File: src/hw/rtl/pmrf_pkg.sv
// ----------------------------------------------------------------------------
// pmrf_pkg
// Types and constants shared by the panel meter range formatter modules.
// ----------------------------------------------------------------------------
package pmrf_pkg;

    localparam int ADC_W       = 8;
    localparam int STEP_W      = 12;
    localparam int BIAS_W      = 19;
    localparam int PROD_W      = 20;
    localparam int BCD_DIGITS  = 7;
    localparam int BCD_W       = 4 * BCD_DIGITS;
    localparam int DD_STAGES   = 5;
    localparam int DD_BITS     = 4;
    localparam int SEQ_LEN     = 9;
    localparam int SEQ_W       = 4;

    localparam logic [BIAS_W-1:0] BIAS_RST    = 19'd200000;
    localparam logic [STEP_W-1:0] STEP_RST    = 12'd1953;
    localparam logic [PROD_W-1:0] MV_POS_SPAN = 20'd25000;
    localparam logic [PROD_W-1:0] MV_NEG_SPAN = 20'd15000;
    localparam logic [PROD_W-1:0] V_SPAN      = 20'd200000;

    localparam logic CFG_BIAS_LEVEL = 1'b0;
    localparam logic CFG_LSB_STEP   = 1'b1;

    localparam logic [7:0] CHR_HOME  = 8'h80;
    localparam logic [7:0] CHR_PLUS  = 8'h2B;
    localparam logic [7:0] CHR_MINUS = 8'h2D;
    localparam logic [7:0] CHR_POINT = 8'h2E;
    localparam logic [7:0] CHR_ZERO  = 8'h30;
    localparam logic [7:0] CHR_E     = 8'h45;
    localparam logic [7:0] CHR_R     = 8'h52;
    localparam logic [7:0] CHR_O     = 8'h4F;
    localparam logic [7:0] CHR_M     = 8'h6D;
    localparam logic [7:0] CHR_V     = 8'h56;

    typedef enum logic [1:0] {
        RANGE_200MV = 2'd0,
        RANGE_2V    = 2'd1,
        RANGE_20V   = 2'd2,
        RANGE_200V  = 2'd3
    } range_t;

    // dig[3] is the leading digit
    typedef struct packed {
        logic             ok;
        logic             neg;
        range_t           mode;
        logic [3:0][3:0]  dig;
    } job_t;

endpackage

File: src/hw/rtl/panel_meter_range_formatter.sv
// ----------------------------------------------------------------------------
// panel_meter_range_formatter
// Panel meter display formatter: range button handling, sample scaling,
// window check and decimal byte stream for a character display.
//
//   channel   direction  fields
//   s_axis    in         tuser: cmd; tdata: adc_code
//   m_axis    out        tuser: is_command; tdata: char_byte; tlast: last
//   cfg       in         index 0 bias_level, index 1 lsb_step
//
// a range press is taken and emits nothing
// a sample passes a 7-stage conversion pipeline, then a job queue
// the byte sequencer emits 6 (error) or 8-9 items per sample, one per cycle
// while m_axis is ready
// m_axis stalls fill the queue; the input stalls only when the queue is full
// reset clears range to 200mV, registers to their defaults; no clearing pass
// ----------------------------------------------------------------------------
module panel_meter_range_formatter
#(
    parameter int QUEUE_DEPTH = 4
)
(
    input  logic                        clk,
    input  logic                        rst_n,
    input  logic                        cfg_we,
    input  logic                        cfg_index,
    input  logic [pmrf_pkg::BIAS_W-1:0] cfg_data,
    input  logic                        s_axis_tvalid,
    output logic                        s_axis_tready,
    input  logic [7:0]                  s_axis_tdata,  // adc_code
    input  logic                        s_axis_tuser,  // cmd
    output logic                        m_axis_tvalid,
    input  logic                        m_axis_tready,
    output logic [7:0]                  m_axis_tdata,  // char_byte
    output logic                        m_axis_tuser,  // is_command
    output logic                        m_axis_tlast
);
    import pmrf_pkg::*;

    job_t  push_job;
    job_t  head_job;
    logic  push;
    logic  full;
    logic  pop;
    logic  head_valid;

    pmrf_front u_front
    (
        .clk        (clk),
        .rst_n      (rst_n),
        .cfg_we     (cfg_we),
        .cfg_index  (cfg_index),
        .cfg_data   (cfg_data),
        .in_valid   (s_axis_tvalid),
        .in_ready   (s_axis_tready),
        .in_cmd     (s_axis_tuser),
        .in_code    (s_axis_tdata),
        .queue_full (full),
        .job_valid  (push),
        .job        (push_job)
    );

    pmrf_fifo #(.DEPTH(QUEUE_DEPTH)) u_fifo
    (
        .clk        (clk),
        .rst_n      (rst_n),
        .push       (push),
        .push_data  (push_job),
        .full       (full),
        .pop        (pop),
        .head_valid (head_valid),
        .head       (head_job)
    );

    pmrf_back u_back
    (
        .clk        (clk),
        .rst_n      (rst_n),
        .job_valid  (head_valid),
        .job        (head_job),
        .job_pop    (pop),
        .out_valid  (m_axis_tvalid),
        .out_ready  (m_axis_tready),
        .out_data   (m_axis_tdata),
        .out_user   (m_axis_tuser),
        .out_last   (m_axis_tlast)
    );

endmodule

File: src/hw/rtl/pmrf_front.sv
// ----------------------------------------------------------------------------
// pmrf_front
// Accepts items, tracks the range, scales and window-checks each sample and
// converts the magnitude to decimal in a stalling pipeline.
// ----------------------------------------------------------------------------
module pmrf_front
(
    input  logic                       clk,
    input  logic                       rst_n,
    input  logic                       cfg_we,
    input  logic                       cfg_index,
    input  logic [pmrf_pkg::BIAS_W-1:0] cfg_data,
    input  logic                       in_valid,
    output logic                       in_ready,
    input  logic                       in_cmd,
    input  logic [pmrf_pkg::ADC_W-1:0] in_code,
    input  logic                       queue_full,
    output logic                       job_valid,
    output pmrf_pkg::job_t             job
);
    import pmrf_pkg::*;

    function automatic logic [BCD_W-1:0] dabble(input logic [BCD_W-1:0] b,
                                                 input logic bit_in);
        logic [BCD_W-1:0] t;
        t = b;
        for (int i = 0; i < BCD_DIGITS; i++)
        begin
            if (t[4*i +: 4] >= 4'd5)
            begin
                t[4*i +: 4] = t[4*i +: 4] + 4'd3;
            end
        end
        return {t[BCD_W-2:0], bit_in};
    endfunction

    range_t              mode_reg, mode_next;
    logic [BIAS_W-1:0]   bias_reg, bias_next;
    logic [STEP_W-1:0]   step_reg, step_next;

    logic                s1_vld_reg, s1_vld_next;
    range_t              s1_mode_reg, s1_mode_next;
    logic [PROD_W-1:0]   s1_prod_reg, s1_prod_next;

    logic                s2_vld_reg, s2_vld_next;
    range_t              s2_mode_reg, s2_mode_next;
    logic                s2_ok_reg, s2_ok_next;
    logic                s2_neg_reg, s2_neg_next;
    logic [PROD_W-1:0]   s2_mag_reg, s2_mag_next;

    logic                dd_vld_reg  [DD_STAGES];
    logic                dd_vld_next [DD_STAGES];
    range_t              dd_mode_reg [DD_STAGES];
    range_t              dd_mode_next[DD_STAGES];
    logic                dd_ok_reg   [DD_STAGES];
    logic                dd_ok_next  [DD_STAGES];
    logic                dd_neg_reg  [DD_STAGES];
    logic                dd_neg_next [DD_STAGES];
    logic [BCD_W-1:0]    dd_bcd_reg  [DD_STAGES];
    logic [BCD_W-1:0]    dd_bcd_next [DD_STAGES];
    logic [PROD_W-1:0]   dd_rest_reg [DD_STAGES];
    logic [PROD_W-1:0]   dd_rest_next[DD_STAGES];

    logic                adv;
    logic                take;
    logic [PROD_W:0]     diff;
    logic [PROD_W:0]     diff_neg;
    logic                neg;
    logic [PROD_W-1:0]   mag;
    logic                ok;
    logic [BCD_W-1:0]    out_bcd;

    assign adv      = !(dd_vld_reg[DD_STAGES-1] && queue_full);
    assign take     = in_valid && adv;
    assign in_ready = adv;

    always_comb
    begin
        mode_next = mode_reg;
        bias_next = bias_reg;
        step_next = step_reg;
        if (take && in_cmd)
        begin
            mode_next = range_t'(mode_reg + 2'd1);
        end
        if (cfg_we)
        begin
            case (cfg_index)
                CFG_BIAS_LEVEL: bias_next = cfg_data;
                CFG_LSB_STEP:   step_next = cfg_data[STEP_W-1:0];
                default:        bias_next = bias_reg;
            endcase
        end
    end

    // stage 1: scale
    always_comb
    begin
        s1_vld_next  = adv ? (take && !in_cmd) : s1_vld_reg;
        s1_mode_next = adv ? mode_reg : s1_mode_reg;
        s1_prod_next = adv ? PROD_W'(in_code) * PROD_W'(step_reg) : s1_prod_reg;
    end

    // stage 2: remove bias, window check
    always_comb
    begin
        diff     = {1'b0, s1_prod_reg} - (PROD_W + 1)'(bias_reg);
        diff_neg = -diff;
        neg      = diff[PROD_W];
        mag      = neg ? diff_neg[PROD_W-1:0] : diff[PROD_W-1:0];
        case (s1_mode_reg)
            RANGE_200MV: ok = neg ? (mag <= MV_NEG_SPAN) : (mag <= MV_POS_SPAN);
            RANGE_2V:    ok = neg ? 1'b1 : (mag < V_SPAN);
            default:     ok = neg ? (mag <= V_SPAN) : (mag < V_SPAN);
        endcase
        s2_vld_next  = adv ? s1_vld_reg  : s2_vld_reg;
        s2_mode_next = adv ? s1_mode_reg : s2_mode_reg;
        s2_ok_next   = adv ? ok          : s2_ok_reg;
        s2_neg_next  = adv ? neg         : s2_neg_reg;
        s2_mag_next  = adv ? mag         : s2_mag_reg;
    end

    // binary to decimal, four bits per stage
    always_comb
    begin
        logic [BCD_W-1:0]  b;
        logic [PROD_W-1:0] r;
        for (int g = 0; g < DD_STAGES; g++)
        begin
            if (g == 0)
            begin
                b = '0;
                r = s2_mag_reg;
            end
            else
            begin
                b = dd_bcd_reg[g-1];
                r = dd_rest_reg[g-1];
            end
            for (int k = 0; k < DD_BITS; k++)
            begin
                b = dabble(b, r[PROD_W-1]);
                r = {r[PROD_W-2:0], 1'b0};
            end
            if (!adv)
            begin
                dd_vld_next[g]  = dd_vld_reg[g];
                dd_mode_next[g] = dd_mode_reg[g];
                dd_ok_next[g]   = dd_ok_reg[g];
                dd_neg_next[g]  = dd_neg_reg[g];
                dd_bcd_next[g]  = dd_bcd_reg[g];
                dd_rest_next[g] = dd_rest_reg[g];
            end
            else if (g == 0)
            begin
                dd_vld_next[g]  = s2_vld_reg;
                dd_mode_next[g] = s2_mode_reg;
                dd_ok_next[g]   = s2_ok_reg;
                dd_neg_next[g]  = s2_neg_reg;
                dd_bcd_next[g]  = b;
                dd_rest_next[g] = r;
            end
            else
            begin
                dd_vld_next[g]  = dd_vld_reg[g-1];
                dd_mode_next[g] = dd_mode_reg[g-1];
                dd_ok_next[g]   = dd_ok_reg[g-1];
                dd_neg_next[g]  = dd_neg_reg[g-1];
                dd_bcd_next[g]  = b;
                dd_rest_next[g] = r;
            end
        end
    end

    always_comb
    begin
        out_bcd   = dd_bcd_reg[DD_STAGES-1];
        job.ok    = dd_ok_reg[DD_STAGES-1];
        job.neg   = dd_neg_reg[DD_STAGES-1];
        job.mode  = dd_mode_reg[DD_STAGES-1];
        if (dd_mode_reg[DD_STAGES-1] == RANGE_200MV)
        begin
            job.dig = {out_bcd[19:16], out_bcd[15:12], out_bcd[11:8], out_bcd[7:4]};
        end
        else
        begin
            job.dig = {out_bcd[23:20], out_bcd[19:16], out_bcd[15:12], out_bcd[11:8]};
        end
        job_valid = dd_vld_reg[DD_STAGES-1] && !queue_full;
    end

    always_ff @(posedge clk or negedge rst_n)
    begin
        if (!rst_n)
        begin
            mode_reg   <= RANGE_200MV;
            bias_reg   <= BIAS_RST;
            step_reg   <= STEP_RST;
            s1_vld_reg <= 1'b0;
            s2_vld_reg <= 1'b0;
            for (int g = 0; g < DD_STAGES; g++)
            begin
                dd_vld_reg[g] <= 1'b0;
            end
        end
        else
        begin
            mode_reg   <= mode_next;
            bias_reg   <= bias_next;
            step_reg   <= step_next;
            s1_vld_reg <= s1_vld_next;
            s2_vld_reg <= s2_vld_next;
            for (int g = 0; g < DD_STAGES; g++)
            begin
                dd_vld_reg[g] <= dd_vld_next[g];
            end
        end
    end

    always_ff @(posedge clk)
    begin
        s1_mode_reg <= s1_mode_next;
        s1_prod_reg <= s1_prod_next;
        s2_mode_reg <= s2_mode_next;
        s2_ok_reg   <= s2_ok_next;
        s2_neg_reg  <= s2_neg_next;
        s2_mag_reg  <= s2_mag_next;
        for (int g = 0; g < DD_STAGES; g++)
        begin
            dd_mode_reg[g] <= dd_mode_next[g];
            dd_ok_reg[g]   <= dd_ok_next[g];
            dd_neg_reg[g]  <= dd_neg_next[g];
            dd_bcd_reg[g]  <= dd_bcd_next[g];
            dd_rest_reg[g] <= dd_rest_next[g];
        end
    end

endmodule

File: src/hw/rtl/pmrf_fifo.sv
// ----------------------------------------------------------------------------
// pmrf_fifo
// Short job queue between the conversion pipeline and the byte sequencer.
// ----------------------------------------------------------------------------
module pmrf_fifo
#(
    parameter int DEPTH = 4
)
(
    input  logic           clk,
    input  logic           rst_n,
    input  logic           push,
    input  pmrf_pkg::job_t push_data,
    output logic           full,
    input  logic           pop,
    output logic           head_valid,
    output pmrf_pkg::job_t head
);
    import pmrf_pkg::*;

    localparam int PTR_W = (DEPTH > 1) ? $clog2(DEPTH) : 1;
    localparam int CNT_W = $clog2(DEPTH + 1);

    job_t              mem_reg [DEPTH];
    logic [PTR_W-1:0]  wr_ptr_reg, wr_ptr_next;
    logic [PTR_W-1:0]  rd_ptr_reg, rd_ptr_next;
    logic [CNT_W-1:0]  cnt_reg, cnt_next;

    assign full       = (cnt_reg == CNT_W'(DEPTH));
    assign head_valid = (cnt_reg != '0);
    assign head       = mem_reg[rd_ptr_reg];

    always_comb
    begin
        wr_ptr_next = wr_ptr_reg;
        rd_ptr_next = rd_ptr_reg;
        if (push)
        begin
            wr_ptr_next = (wr_ptr_reg == PTR_W'(DEPTH - 1)) ? '0 : wr_ptr_reg + PTR_W'(1);
        end
        if (pop)
        begin
            rd_ptr_next = (rd_ptr_reg == PTR_W'(DEPTH - 1)) ? '0 : rd_ptr_reg + PTR_W'(1);
        end
        cnt_next = cnt_reg + CNT_W'(push) - CNT_W'(pop);
    end

    always_ff @(posedge clk or negedge rst_n)
    begin
        if (!rst_n)
        begin
            wr_ptr_reg <= '0;
            rd_ptr_reg <= '0;
            cnt_reg    <= '0;
        end
        else
        begin
            wr_ptr_reg <= wr_ptr_next;
            rd_ptr_reg <= rd_ptr_next;
            cnt_reg    <= cnt_next;
        end
    end

    always_ff @(posedge clk)
    begin
        if (push)
        begin
            mem_reg[wr_ptr_reg] <= push_data;
        end
    end

`ifndef ASSERT_OFF
    a_cnt_bound: assert property (@(posedge clk) disable iff (!rst_n)
        cnt_reg <= CNT_W'(DEPTH))
        else $error("queue count above depth");
    a_no_overflow: assert property (@(posedge clk) disable iff (!rst_n)
        push |-> !full)
        else $error("push into full queue");
    a_no_underflow: assert property (@(posedge clk) disable iff (!rst_n)
        pop |-> head_valid)
        else $error("pop from empty queue");
    a_ptr_empty: assert property (@(posedge clk) disable iff (!rst_n)
        (cnt_reg == '0) |-> (wr_ptr_reg == rd_ptr_reg))
        else $error("pointers differ on empty queue");
`endif

endmodule

File: src/hw/rtl/pmrf_back.sv
// ----------------------------------------------------------------------------
// pmrf_back
// Byte sequencer: expands one job into its display run, one item per cycle
// while the output is ready, through a registered output stage.
// ----------------------------------------------------------------------------
module pmrf_back
(
    input  logic           clk,
    input  logic           rst_n,
    input  logic           job_valid,
    input  pmrf_pkg::job_t job,
    output logic           job_pop,
    output logic           out_valid,
    input  logic           out_ready,
    output logic [7:0]     out_data,
    output logic           out_user,
    output logic           out_last
);
    import pmrf_pkg::*;

    logic [7:0]        seq [SEQ_LEN];
    logic [7:0]        asc [4];
    logic [SEQ_W-1:0]  last_idx;
    logic [SEQ_W-1:0]  idx_reg, idx_next;
    logic              valid_reg, valid_next;
    logic [7:0]        data_reg, data_next;
    logic              user_reg, user_next;
    logic              last_reg, last_next;
    logic              load;
    logic              is_last;

    always_comb
    begin
        for (int i = 0; i < 4; i++)
        begin
            asc[i] = CHR_ZERO | {4'h0, job.dig[i]};
        end
        for (int i = 0; i < SEQ_LEN; i++)
        begin
            seq[i] = CHR_V;
        end
        seq[0] = CHR_HOME;
        if (!job.ok)
        begin
            seq[1]   = CHR_E;
            seq[2]   = CHR_R;
            seq[3]   = CHR_R;
            seq[4]   = CHR_O;
            seq[5]   = CHR_R;
            last_idx = SEQ_W'(5);
        end
        else
        begin
            seq[1]   = job.neg ? CHR_MINUS : CHR_PLUS;
            last_idx = SEQ_W'(7);
            case (job.mode)
                RANGE_200MV:
                begin
                    seq[2]   = asc[3];
                    seq[3]   = asc[2];
                    seq[4]   = asc[1];
                    seq[5]   = CHR_POINT;
                    seq[6]   = asc[0];
                    seq[7]   = CHR_M;
                    last_idx = SEQ_W'(8);
                end
                RANGE_2V:
                begin
                    seq[2] = asc[3];
                    seq[3] = CHR_POINT;
                    seq[4] = asc[2];
                    seq[5] = asc[1];
                    seq[6] = asc[0];
                end
                RANGE_20V:
                begin
                    seq[2] = asc[3];
                    seq[3] = asc[2];
                    seq[4] = CHR_POINT;
                    seq[5] = asc[1];
                    seq[6] = asc[0];
                end
                default:
                begin
                    seq[2] = asc[3];
                    seq[3] = asc[2];
                    seq[4] = asc[1];
                    seq[5] = CHR_POINT;
                    seq[6] = asc[0];
                end
            endcase
        end
    end

    assign load    = job_valid && (!valid_reg || out_ready);
    assign is_last = (idx_reg == last_idx);
    assign job_pop = load && is_last;

    always_comb
    begin
        idx_next   = idx_reg;
        valid_next = valid_reg;
        data_next  = data_reg;
        user_next  = user_reg;
        last_next  = last_reg;
        if (load)
        begin
            idx_next   = is_last ? '0 : idx_reg + SEQ_W'(1);
            valid_next = 1'b1;
            data_next  = seq[idx_reg];
            user_next  = (idx_reg == '0);
            last_next  = is_last;
        end
        else if (out_ready)
        begin
            valid_next = 1'b0;
        end
    end

    always_ff @(posedge clk or negedge rst_n)
    begin
        if (!rst_n)
        begin
            idx_reg   <= '0;
            valid_reg <= 1'b0;
        end
        else
        begin
            idx_reg   <= idx_next;
            valid_reg <= valid_next;
        end
    end

    always_ff @(posedge clk)
    begin
        data_reg <= data_next;
        user_reg <= user_next;
        last_reg <= last_next;
    end

    assign out_valid = valid_reg;
    assign out_data  = data_reg;
    assign out_user  = user_reg;
    assign out_last  = last_reg;

endmodule
File: config.mk
export PLATFORM = sky130hd
export DESIGN_NAME = panel_meter_range_formatter
export DESIGN_NICKNAME = d
export VERILOG_FILES = /design/src/hw/rtl/pmrf_pkg.sv /design/src/hw/rtl/panel_meter_range_formatter.sv /design/src/hw/rtl/pmrf_front.sv /design/src/hw/rtl/pmrf_fifo.sv /design/src/hw/rtl/pmrf_back.sv
export SDC_FILE = /design/constraint.sdc
export NUM_CORES = 1
export LEC_CHECK = 0
export BUFFER_PORTS_ARGS = -buffer_cell sky130_fd_sc_hd__buf_2
export CAP_MARGIN = 25
export CORE_MARGIN = 2
export CORE_UTILIZATION = 45
export CTS_CLUSTER_DIAMETER = 100
export CTS_CLUSTER_SIZE = 40
export DETAILED_ROUTE_END_ITERATION = 10
export SETUP_SLACK_MARGIN = 0.5
export SLEW_MARGIN = 20
export SYNTH_ARGS = -nofsm -noshare
export SYNTH_HDL_FRONTEND = slang
export SYNTH_HIERARCHICAL = 1
export SYNTH_SLANG_ARGS = --single-unit
File: constraint.sdc
create_clock -name clk -period 11.95 [get_ports clk]
set_clock_uncertainty 0.15 [all_clocks]
set_input_delay 0.5975 -clock clk [delete_from_list [all_inputs] [get_ports clk]]
set_output_delay 0.5975 -clock clk [all_outputs]
set_load 0.005 [all_outputs]
### After elaboration in Yosys (flattened, before gate mapping)

Memory sizes are Yosys's and may differ from the RTL's.
Cells that the tools add are included.

| storage, ports and cells | value |
|---|---|
| output and inout bits | 12 |
| memories | 6 |
| latch bits | 0 |
| bits in registers | 108 |
| input port bits | 34 |
| memory bits (read-only) | 0 |
| bits in writable memories | 340 |

| operators by class | value |
|---|---|
| add/subtract/negate cells | 126 |
| reductions and logical operators | 20 |
| eq/ne operators | 8 |
| $lt $le $gt $ge | 123 |
| bitwise gates (word level) | 2 |
| shifts and indexed selects | 0 |
| multiplexer cells | 166 |
| multipliers | 1 |
| divide/modulo/power cells | 0 |

Memory list:

| memory | depth | width | rd ports | clocked after Yosys merged registers in | wr ports | RTL line | RTL |
|---|---|---|---|---|---|---|---|
| u_front.dd_bcd_reg | 5 | 28 | 5 | 0 | 5 | pmrf_front.sv:59 | `logic [BCD_W-1:0] dd_bcd_reg [DD_STAGES];` |
| u_front.dd_rest_reg | 5 | 20 | 4 | 0 | 5 | pmrf_front.sv:61 | `logic [PROD_W-1:0] dd_rest_reg [DD_STAGES];` |
| u_fifo.mem_reg | 4 | 20 | 1 | 0 | 1 | pmrf_fifo.sv:24 | `job_t mem_reg [DEPTH];` |
| u_front.dd_mode_reg | 5 | 2 | 5 | 0 | 5 | pmrf_front.sv:53 | `range_t dd_mode_reg [DD_STAGES];` |
| u_front.dd_neg_reg | 5 | 1 | 5 | 0 | 5 | pmrf_front.sv:57 | `logic dd_neg_reg [DD_STAGES];` |
| u_front.dd_ok_reg | 5 | 1 | 5 | 0 | 5 | pmrf_front.sv:55 | `logic dd_ok_reg [DD_STAGES];` |

Operator list:

| cell | count |
|---|---|
| 4-bit by 3-bit >= comparator with 1-bit output, second input constant | 115 |
| 4-bit 2-to-1 mux | 102 |
| 4-bit by 2-bit adder with 4-bit output, second input constant | 99 |
| 28-bit 2-to-1 mux | 5 |
| 20-bit 2-to-1 mux | 6 |
| 3-bit 2-to-1 mux | 20 |
| 29-bit one-hot mux with 2 select lines | 1 |
| 3-bit by 2-bit adder with 3-bit output, second input constant | 16 |
| 39-bit 2-to-1 mux | 1 |
| 8-bit binary-select mux with 4-bit select | 1 |
| 16-bit 2-to-1 mux | 2 |
| 20-bit by 19-bit subtractor with 21-bit output | 1 |
| 20-bit by 14-bit <= comparator with 1-bit output, second input constant | 1 |
| 20-bit by 15-bit <= comparator with 1-bit output, second input constant | 1 |
| 20-bit by 18-bit <= comparator with 1-bit output, second input constant | 1 |
| 20-bit by 18-bit < comparator with 1-bit output, second input constant | 1 |
| 8-bit by 12-bit multiplier with 20-bit output | 1 |
| 20-bit negator | 1 |
| 1-bit 2-to-1 mux | 17 |
| 8-bit 2-to-1 mux | 2 |
| 2-bit 2-to-1 mux | 7 |
| 1-bit logical AND | 7 |
| 1-bit by 2-bit adder with 3-bit output, both inputs constant | 2 |
| 2-bit by 1-bit adder with 2-bit output, second input constant | 3 |
| 23 further kinds | 33 |

### Longest topological paths before layout

Gate-level depths: netlist (run 1).
An unclocked memory read counts as a cell.

| depth | value |
|---|---|
| depth in word-level cells | 10 |
| gate-level depth with buffers | 22 |
| mapped depth without buffers | 22 |

### Modules after synthesis

The synthesis (run 1) kept the hierarchy.

Modules (own cells, without submodules):

| module | area an instance (sq um) | cells an instance | instances |
|---|---|---|---|
| pmrf_front | 17760.8 | 1790 | 1 |
| pmrf_fifo | 3301.9 | 140 | 1 |
| pmrf_back | 1268.7 | 145 | 1 |

### Worst setup path before layout (run 1)

OpenSTA, ideal clock, no wires.

| timing path | value |
|---|---|
| path type | register -> register |
| start | register u_fifo.cnt_reg[1] |
| end | register u_front.mode_reg[1] |
| arrival time | 5150 ps |
| setup time | 146 ps |
| stages on the path, launching flop included | 6 |
| clock period less this slack | 5446 ps |
| setup slack | 6504 ps |
| buffers on the path | 0 |
| cell sequence | dfrtp_1 > inv_1 > and3_1 > nand2_1 > nand4_1 > xnor2_1 |

| between the ends | value |
|---|---|
| longest elaborated chain between the ends | 5 |

RTL lines:

| element | RTL line | RTL |
|---|---|---|
| from (decl) | pmrf_fifo.sv:27 | `logic [CNT_W-1:0] cnt_reg, cnt_next;` |
| from (signal assigned) | pmrf_fifo.sv:60 | `cnt_reg <= cnt_next;` |
| 3-bit == test | pmrf_fifo.sv:29 | `assign full = (cnt_reg == CNT_W'(DEPTH));` |
| named net full | panel_meter_range_formatter.sv:43 | `logic full;` |
| 1-bit logical AND | pmrf_front.sv:73 | `assign adv = !(dd_vld_reg[DD_STAGES-1] && queue_full);` |
| 1-bit zero test | pmrf_front.sv:73 |  |
| named net s_axis_tready | panel_meter_range_formatter.sv:29 | `output logic s_axis_tready,` |
| 1-bit logical AND | pmrf_front.sv:74 | `assign take = in_valid && adv;` |
| 1-bit logical AND | pmrf_front.sv:82 | `if (take && in_cmd)` |
| to (signal assigned) | pmrf_front.sv:208 | `mode_reg <= mode_next;` |
| to (decl) | pmrf_front.sv:37 | `range_t mode_reg, mode_next;` |

The timed path passes the listed nets, and every way through them passes these cells.
A chain may end at the register's enable or synchronous reset.

### Final worst setup path (run 1)

| timing path | value |
|---|---|
| start | register u_front.step_reg[1] |
| end | register u_front.s1_prod_reg[18] (data pin) |

| between the ends | value |
|---|---|
| longest elaborated chain between the ends | 1 |

RTL lines:

| element | RTL line | RTL |
|---|---|---|
| from (decl) | pmrf_front.sv:39 | `logic [STEP_W-1:0] step_reg, step_next;` |
| from (signal assigned) | pmrf_front.sv:210 | `step_reg <= step_next;` |
| 8-bit by 12-bit multiplier with 20-bit output | pmrf_front.sv:101 | `s1_prod_next = adv ? PROD_W'(in_code) * PROD_W'(step_reg) : s1_prod_reg;` |
| to (signal assigned) | pmrf_front.sv:223 | `s1_prod_reg <= s1_prod_next;` |
| to (decl) | pmrf_front.sv:43 | `logic [PROD_W-1:0] s1_prod_reg, s1_prod_next;` |

Every way passes these cells.

==> flow_metrics.env, run 1 <==
export IMPL_finalWirelength_um=43600
export IMPL_gp_congestion=0.871
export IMPL_post_cts_setup_buffers=0
export IMPL_cts_resized=0
export IMPL_synthDistinctLibCells=100
export IMPL_path_class="reg -> reg"
export IMPL_layout_setup_ws_ns=6.50
export IMPL_holdBufCountCts=0
export IMPL_ios=46
export IMPL_cp_common_cell="fa_1"
export IMPL_drtPass1Iterations=7
export IMPL_finalHoldViolCount=8
export IMPL_drc_errors=0
export IMPL_cp_max_fo=9
export IMPL_layout_nets=2383
export IMPL_yosys_area_top_type="edfxtp_1"
export IMPL_avgViaCountPerCell=5.43
export IMPL_wl_per_cell_um=15.8
export IMPL_synth_edf_count=262
export IMPL_crit_family="adder cells"
export IMPL_placed_area_mm2=0.0232
export IMPL_std_cell_rows=81
export IMPL_dp_hpwl_um=32800
export IMPL_dp_worst_setup_slack_ns=6.24
export IMPL_largest_reg_flops=80
export IMPL_gr_usage_all_layers_pct=17.1
export IMPL_synth_area_leaders="edfxtp_1 35%, ha_1 11%, fa_1 5.6%"
export IMPL_cts_sinks=314
export IMPL_finalSetupViolCount=0
export IMPL_seqCellArea_mm2=0.00918
export IMPL_max_stage_delay_ns=0.58
export IMPL_fin_crit_ns=5.45
export IMPL_first_global_vias=14600
export IMPL_required_ns=12.10
export IMPL_drv_cap=0
export IMPL_start_util_pct=45.6
export IMPL_cts_tree="yes"
export IMPL_clkLatencyLatePin_ns=0.56
export IMPL_synth_most_common_cell="edfxtp_1"
export IMPL_arrival_ns=5.60
export IMPL_fin_hold_ws_ns=-0.00885
export IMPL_cts_root_buf="clkbuf_16"
export IMPL_worst_pin_slew_ns=0.993
export IMPL_syn_avg_cell_area_um2=10.8
export IMPL_cp_num_buf_inv=3
export IMPL_overflow=0
export IMPL_die_area_mm2=0.0514
export IMPL_port_buffers=45
export IMPL_antenna_found_initial=0
export IMPL_htreeDepth=1
export IMPL_ant_nets=0
export IMPL_fin_tns_setup_ns=0
export IMPL_worstPathCellList="and2_1 > fa_1 > fa_1 > inv_1 > fa_1 > fa_1 > inv_1 > ha_1 > inv_1 > o21ai_0 > a21oi_1 > o21ai_0 > a21oi_1 > o21ai_0 > o41ai_1 > o2111ai_1 > a21oi_1 > xnor2_1"
export IMPL_clock_fmax_mhz=183
export IMPL_syn_num_nets=2363
export IMPL_via_count=15000
export IMPL_drv_slew=0
export IMPL_numCtsBuffers=16
export IMPL_crit_path_end_kind="flop"
export IMPL_async_flop_share_pct=16.6
export IMPL_crit_path_start_kind="flop"
export IMPL_grt_max_degree=83
export IMPL_rrSetupSlack_ns=6.50
export IMPL_hold_class="in -> async"
export IMPL_fin_area_mm2=0.0238
export IMPL_slew_headroom_pct=33.8
export IMPL_period_share_pct=45.6
export IMPL_status="complete, but fails checks"
export IMPL_die_x_um=227
export IMPL_antenna_cells=0
export IMPL_multiInputGateArea_mm2=0.0120
export IMPL_core_area_mm2=0.0490
export IMPL_rsz0062_at_grt="false"
export IMPL_yosys_warnings=6
export IMPL_cts_path_max_buffers=3
export IMPL_die_h_um=227
export IMPL_yosysSeqAreaShare_pct=41.1
export IMPL_synthTopCellsByCount="262 x edfxtp_1, 217 x inv_1, 192 x ha_1"
export IMPL_synth_top_cell_area_share_pct=35.2
export IMPL_slowest_stage="o41ai_1"
export IMPL_first_iter_violations=894
export IMPL_fillers=4398
export IMPL_syn_inst=2075
export IMPL_drive_gt1_share_pct=9.50
export IMPL_ys_ff_latch=314
export IMPL_path_clk_slew_ns=0.14
export IMPL_syn_area_mm2=0.0223
export IMPL_yosys_most_used_dff="edfxtp_1"
export IMPL_synthToLayoutAreaGrowth_pct=6.76
export IMPL_grt_pass1_wl_um=71800
export IMPL_violations="hold timing"
-- final timing paths --
check,to,from,depth (start not counted)
max,u_front/s1_prod_reg[18]$_DFFE_PN_,u_front/step_reg[1]$_DFFE_PN0P_,18
min,u_back/idx_reg[0]$_DFFE_PN0P_,rst_n,2
max in group asynchronous,u_front/bias_reg[7]$_DFFE_PN0P_,rst_n,2
max reg2reg,u_front/s1_prod_reg[18]$_DFFE_PN_,u_front/step_reg[1]$_DFFE_PN0P_,18
min reg2reg,u_front/dd_rest_reg[0][15]$_DFFE_PN_,u_front/s2_mag_reg[11]$_DFFE_PN_,0
min in group clk,u_front/bias_reg[18]$_DFFE_PN0P_,cfg_data[18],3
-- cells in the final DEF (no fill, tap or decap), types with 7 or more instances in the layout --
cell type | synthesis | final
mux2i_1 | 53 | 53
buf_2 | 11 | 45
dfrtp_1 | 40 | 40
o211ai_1 | 15 | 15
nor3_1 | 32 | 32
o2111ai_1 | 9 | 9
a21o_1 | 14 | 14
fa_1 | 62 | 62
o21ai_1 | 11 | 11
a21boi_0 | 12 | 12
o21a_1 | 23 | 23
dfstp_2 | 12 | 12
o31ai_1 | 7 | 7
nand2_1 | 147 | 146
xor2_1 | 11 | 10
nor2_1 | 113 | 113
mux4_2 | 18 | 18
nor3b_1 | 23 | 23
edfxtp_1 | 262 | 262
a31oi_1 | 12 | 12
clkbuf_16 | 0 | 17
nor2b_1 | 40 | 39
and3_1 | 14 | 14
inv_1 | 217 | 217
ha_1 | 192 | 192
nand3b_1 | 12 | 12
a21oi_1 | 121 | 121
nand3_1 | 31 | 31
a211oi_1 | 20 | 20
mux2_2 | 54 | 54
o21ai_0 | 113 | 113
nand2b_1 | 37 | 37
and2_1 | 73 | 73
xnor2_1 | 91 | 91
o22ai_1 | 7 | 7
-- layout make-up --
class,count,share of cell area (%)
Clock buffer,19,1.82
Clock inverter,9,0.855
Inverter,220,3.48
Multi-Input combinational cell,1487,50.3
Sequential cell,314,38.5
Tap cell,664,3.48
Timing Repair Buffer,56,1.50
-- through the flow --
step | utilization [%] | std cells
floorplan | - | 2075
global placement | 47.2 | 2736
detailed placement | 47.3 | 2740
CTS | 48.6 | 2768
global route | 48.7 | 2769
finish | 48.7 | 2769
-- layer usage --
| layer | GRT usage, % | vias to the layer above | routed length [um] |
|---|---|---|---|
| met1 | 22.6 | 7342 | 19700 |
| met5 | 0 | - | 0 |
| li1 | - | 7427 | - |
| met3 | 1.80 | 43 | 1250 |
| met4 | 3.06 | 0 | 690 |
| met2 | 30.7 | 216 | 22000 |
-- cells by family (layout without fill, tap and decap cells) --
group / Yosys count / in the layout / synth area share [%]
AOI/OAI and AO/OA: 442 / 442 / 13.2
xor gates and xnor gates: 105 / 105 / 4.27
adders and majority gates: 254 / 254 / 16.3
buffers and inverters: 274 / 304 / 5.22
DFF: 314 / 314 / 41.1
muxes: 127 / 127 / 7.15
and+or+nand+nor: 559 / 559 / 12.8
Power of run 1 is not shown: default switching activity piles up to over one toggle a cycle in this logic, so the estimate is an artifact.
==> inputs of run 2 (changes only) <==
- ABC_AREA: unset -> 1
- clock period: 11.95 -> 4.5 ns (I/O delays scaled with it)
==> flow_metrics.env, run 2 <==
export IMPL_layout_setup_ws_ns=-0.0765
export IMPL_ant_nets=0
export IMPL_multiInputGateArea_mm2=0.0131
export IMPL_overflow=0
export IMPL_std_cell_rows=83
export IMPL_crit_family="adder cells"
export IMPL_crit_path_start_kind="flop"
export IMPL_htreeDepth=1
export IMPL_yosysSeqAreaShare_pct=38.9
export IMPL_status="complete, but fails checks"
export IMPL_drtPass1Iterations=5
export IMPL_clock_fmax_mhz=219
export IMPL_layout_nets=3377
export IMPL_gp_congestion=0.847
export IMPL_cp_depth=19
export IMPL_crit_path_end_kind="flop"
export IMPL_worst_pin_slew_ns=0.991
export IMPL_final_cell_mix="633 x nand2_1, 557 x inv_1, 262 x edfxtp_1, 162 x nor2_1, 141 x buf_4"
export IMPL_final_common_cell="nand2_1"
export IMPL_drc_errors=0
export IMPL_dpl_cell_count=3614
export IMPL_die_area_mm2=0.0543
export IMPL_fin_crit_ns=4.58
export IMPL_rrSetupSlack_ns=-0.08
export IMPL_grt_pass1_wl_um=80200
export IMPL_cts_sinks=314
export IMPL_antenna_cells=0
export IMPL_seqCellArea_mm2=0.00919
export IMPL_period_share_pct=102
export IMPL_synthToLayoutAreaGrowth_pct=19.2
export IMPL_cp_num_buf_inv=2
export IMPL_path_clk_slew_ns=0.13
export IMPL_finalHoldViolCount=0
export IMPL_ios=46
export IMPL_async_flop_share_pct=16.6
export IMPL_synth_edf_count=262
export IMPL_slew_headroom_pct=33.9
export IMPL_final_instance_count_excl_fill=3780
export IMPL_synth_most_common_cell="nand2_1"
export IMPL_ff2ff_path_depth=19
export IMPL_die_h_um=233
export IMPL_cts_root_buf="clkbuf_16"
export IMPL_violations="setup timing"
export IMPL_ys_ff_latch=314
export IMPL_finalWirelength_um=49600
export IMPL_drv_cap=0
export IMPL_first_global_vias=17300
export IMPL_cp_max_fo=5
export IMPL_cts_tree="yes"
export IMPL_fin_hold_ws_ns=0.180
export IMPL_critical_path_startpoint="u_front/step_reg[5]$_DFFE_PN1P_"
export IMPL_rr_startpoint="u_front/step_reg[5]$_DFFE_PN1P_"
export IMPL_crit_path_end="u_front/s1_prod_reg[18]$_DFFE_PN_"
export IMPL_synthTopCellsByCount="681 x nand2_1, 622 x inv_1, 262 x edfxtp_1"
export IMPL_fin_tns_setup_ns=-0.113
export IMPL_arrival_ns=4.75
export IMPL_cp_common_cell="fa_1"
export IMPL_finalSetupViolCount=3
export IMPL_slowest_stage="dfstp_2"
export IMPL_syn_avg_cell_area_um2=8.18
export IMPL_wl_per_cell_um=13.1
export IMPL_required_ns=4.67
export IMPL_synth_area_leaders="edfxtp_1 33%, nand2_1 11%, ha_1 10%"
export IMPL_first_iter_violations=850
export IMPL_synth_top_cell_area_share_pct=33.3
export IMPL_drive_gt1_share_pct=23.5
export IMPL_yosys_area_top_type="edfxtp_1"
export IMPL_clkLatencyLatePin_ns=0.56
export IMPL_path_class="reg -> reg"
export IMPL_rsz0062_at_grt="true"
export IMPL_hold_class="in -> async"
export IMPL_fillers=4559
export IMPL_cts_path_max_buffers=3
export IMPL_synthDistinctLibCells=58
export IMPL_worstPathCellList="nand2_1 > inv_1 > fa_1 > fa_2 > fa_1 > fa_1 > ha_4 > nand2_4 > inv_2 > nand4_1 > o211ai_1 > a21oi_2 > o21bai_2 > a21boi_2 > o21ai_2 > a21oi_1 > nor2_1 > nor2_1 > xnor2_1"
export IMPL_yosys_most_used_dff="edfxtp_1"
export IMPL_start_util_pct=45.8
export IMPL_grt_max_degree=97
export IMPL_via_count=18200
export IMPL_rr_endpoint="u_front/s1_prod_reg[18]$_DFFE_PN_"
export IMPL_gr_usage_all_layers_pct=17.8
export IMPL_antenna_found_initial=0
export IMPL_die_x_um=233
export IMPL_yosys_warnings=6
export IMPL_max_stage_delay_ns=0.60
export IMPL_drv_slew=0
export IMPL_largest_reg_flops=80
export IMPL_syn_num_nets=3175
export IMPL_avgViaCountPerCell=4.82
export IMPL_syn_area_mm2=0.0236
export IMPL_syn_inst=2887
export IMPL_numCtsBuffers=17
export IMPL_port_buffers=45
export IMPL_core_area_mm2=0.0516
export IMPL_final_util_pct=54.6
export IMPL_dp_hpwl_um=35800
==> run 2: changes by cell type in the layout (fill, tap and decap cells not counted), sizes merged, moves of 47 or more <==
cell   previous run  this run
nand2           148       747
inv             222       652
buf              56       214
nand3            31       154
xnor2            92        10
nor2            114       188
and2             73         3
o21ai           125       195
xor2             13        82
mux2i            53         2
mux2             54         7
==> run 2: cells by family after synthesis <==
kind of cell,count (synthesis),share of synthesized area [%]
AOI/OAI and AO/OA,369,8.95
xor gates and xnor gates,92,3.48
adders and majority gates,254,15.4
buffers and inverters,704,11.8
DFF,314,38.9
muxes,9,0.472
and+or+nand+nor,1145,21.0
==> run 2: worst min-delay path by stage <==
| stage | depth (start not counted) | slack, ns | from | endpoint |
|---|---|---|---|---|
| after floorplan | 0 | -0.22 | rst_n | u_back/idx_reg[0]$_DFFE_PN0P_ |
| after global placement | 0 | 0.25 | u_front/dd_rest_reg[0][34]$_DFFE_PN_ | u_front/dd_rest_reg[0][58]$_DFFE_PN_ |
| after detailed placement | 0 | 0.25 | u_front/s2_mode_reg[0]$_DFFE_PN_ | u_front/dd_mode_reg[0][0]$_DFFE_PN_ |
| after CTS | 3 | 0.18 | rst_n | u_front/bias_reg[5]$_DFFE_PN0P_ |
| after global routing | 3 | 0.23 | rst_n | u_front/bias_reg[5]$_DFFE_PN0P_ |
| final | 3 | 0.18 | rst_n | u_front/bias_reg[5]$_DFFE_PN0P_ |
==> run 2: layer usage <==
| metal | share of wire, % | up-vias | track usage [%] |
|---|---|---|---|
| li1 | - | 9402 | - |
| met2 | 52 | 176 | 32.9 |
| met3 | 2.2 | 39 | 1.39 |
| met1 | 45 | 8599 | 22.9 |
| met4 | 1.3 | 0 | 3.11 |
| met5 | 0 | - | 0 |
==> run 2: layout make-up <==
cell class                 count  area share, %
clock inverter                12           1.00
inverter                     648           8.70
clock buffer                  18           1.52
timing repair buffer         239           6.63
multi-input combinational   1869           46.5
tap                          680           3.02
sequential                   314           32.6
==> run 2: stage by stage <==
step	setup slack, ns	instance area, um^2
2_1_floorplan	-0.114	23700
3_3_place_gp	-0.328	24900
3_5_place_dp	-0.344	24900
4_1_cts	-0.104	26600
5_1_grt	-0.293	28200
6_report	-0.0765	28200
==> run 2: worst register-to-register path, stage by stage (launching register included) <==
cell and delay, ns:
dfstp_2 0.60, nand2_1 0.07, inv_1 0.07, fa_1 0.45, fa_2 0.56, fa_1 0.42
fa_1 0.55, ha_4 0.23, nand2_4 0.06, inv_2 0.03, nand4_1 0.08, o211ai_1 0.14
a21oi_2 0.22, o21bai_2 0.10, a21boi_2 0.18, o21ai_2 0.08, a21oi_1 0.13, nor2_1 0.05
nor2_1 0.11, xnor2_1 0.08
==> run 2: what timing repair did <==
item                                   4_1_cts  5_1_grt
gates resized for setup                     93      297
endpoints found under the hold margin       76        0
setup endpoints to repair                   51       71
pin swaps                                   73      136
hold buffers                                25        0
setup buffers                               53       57
Power of run 2 is left out for the same reason.
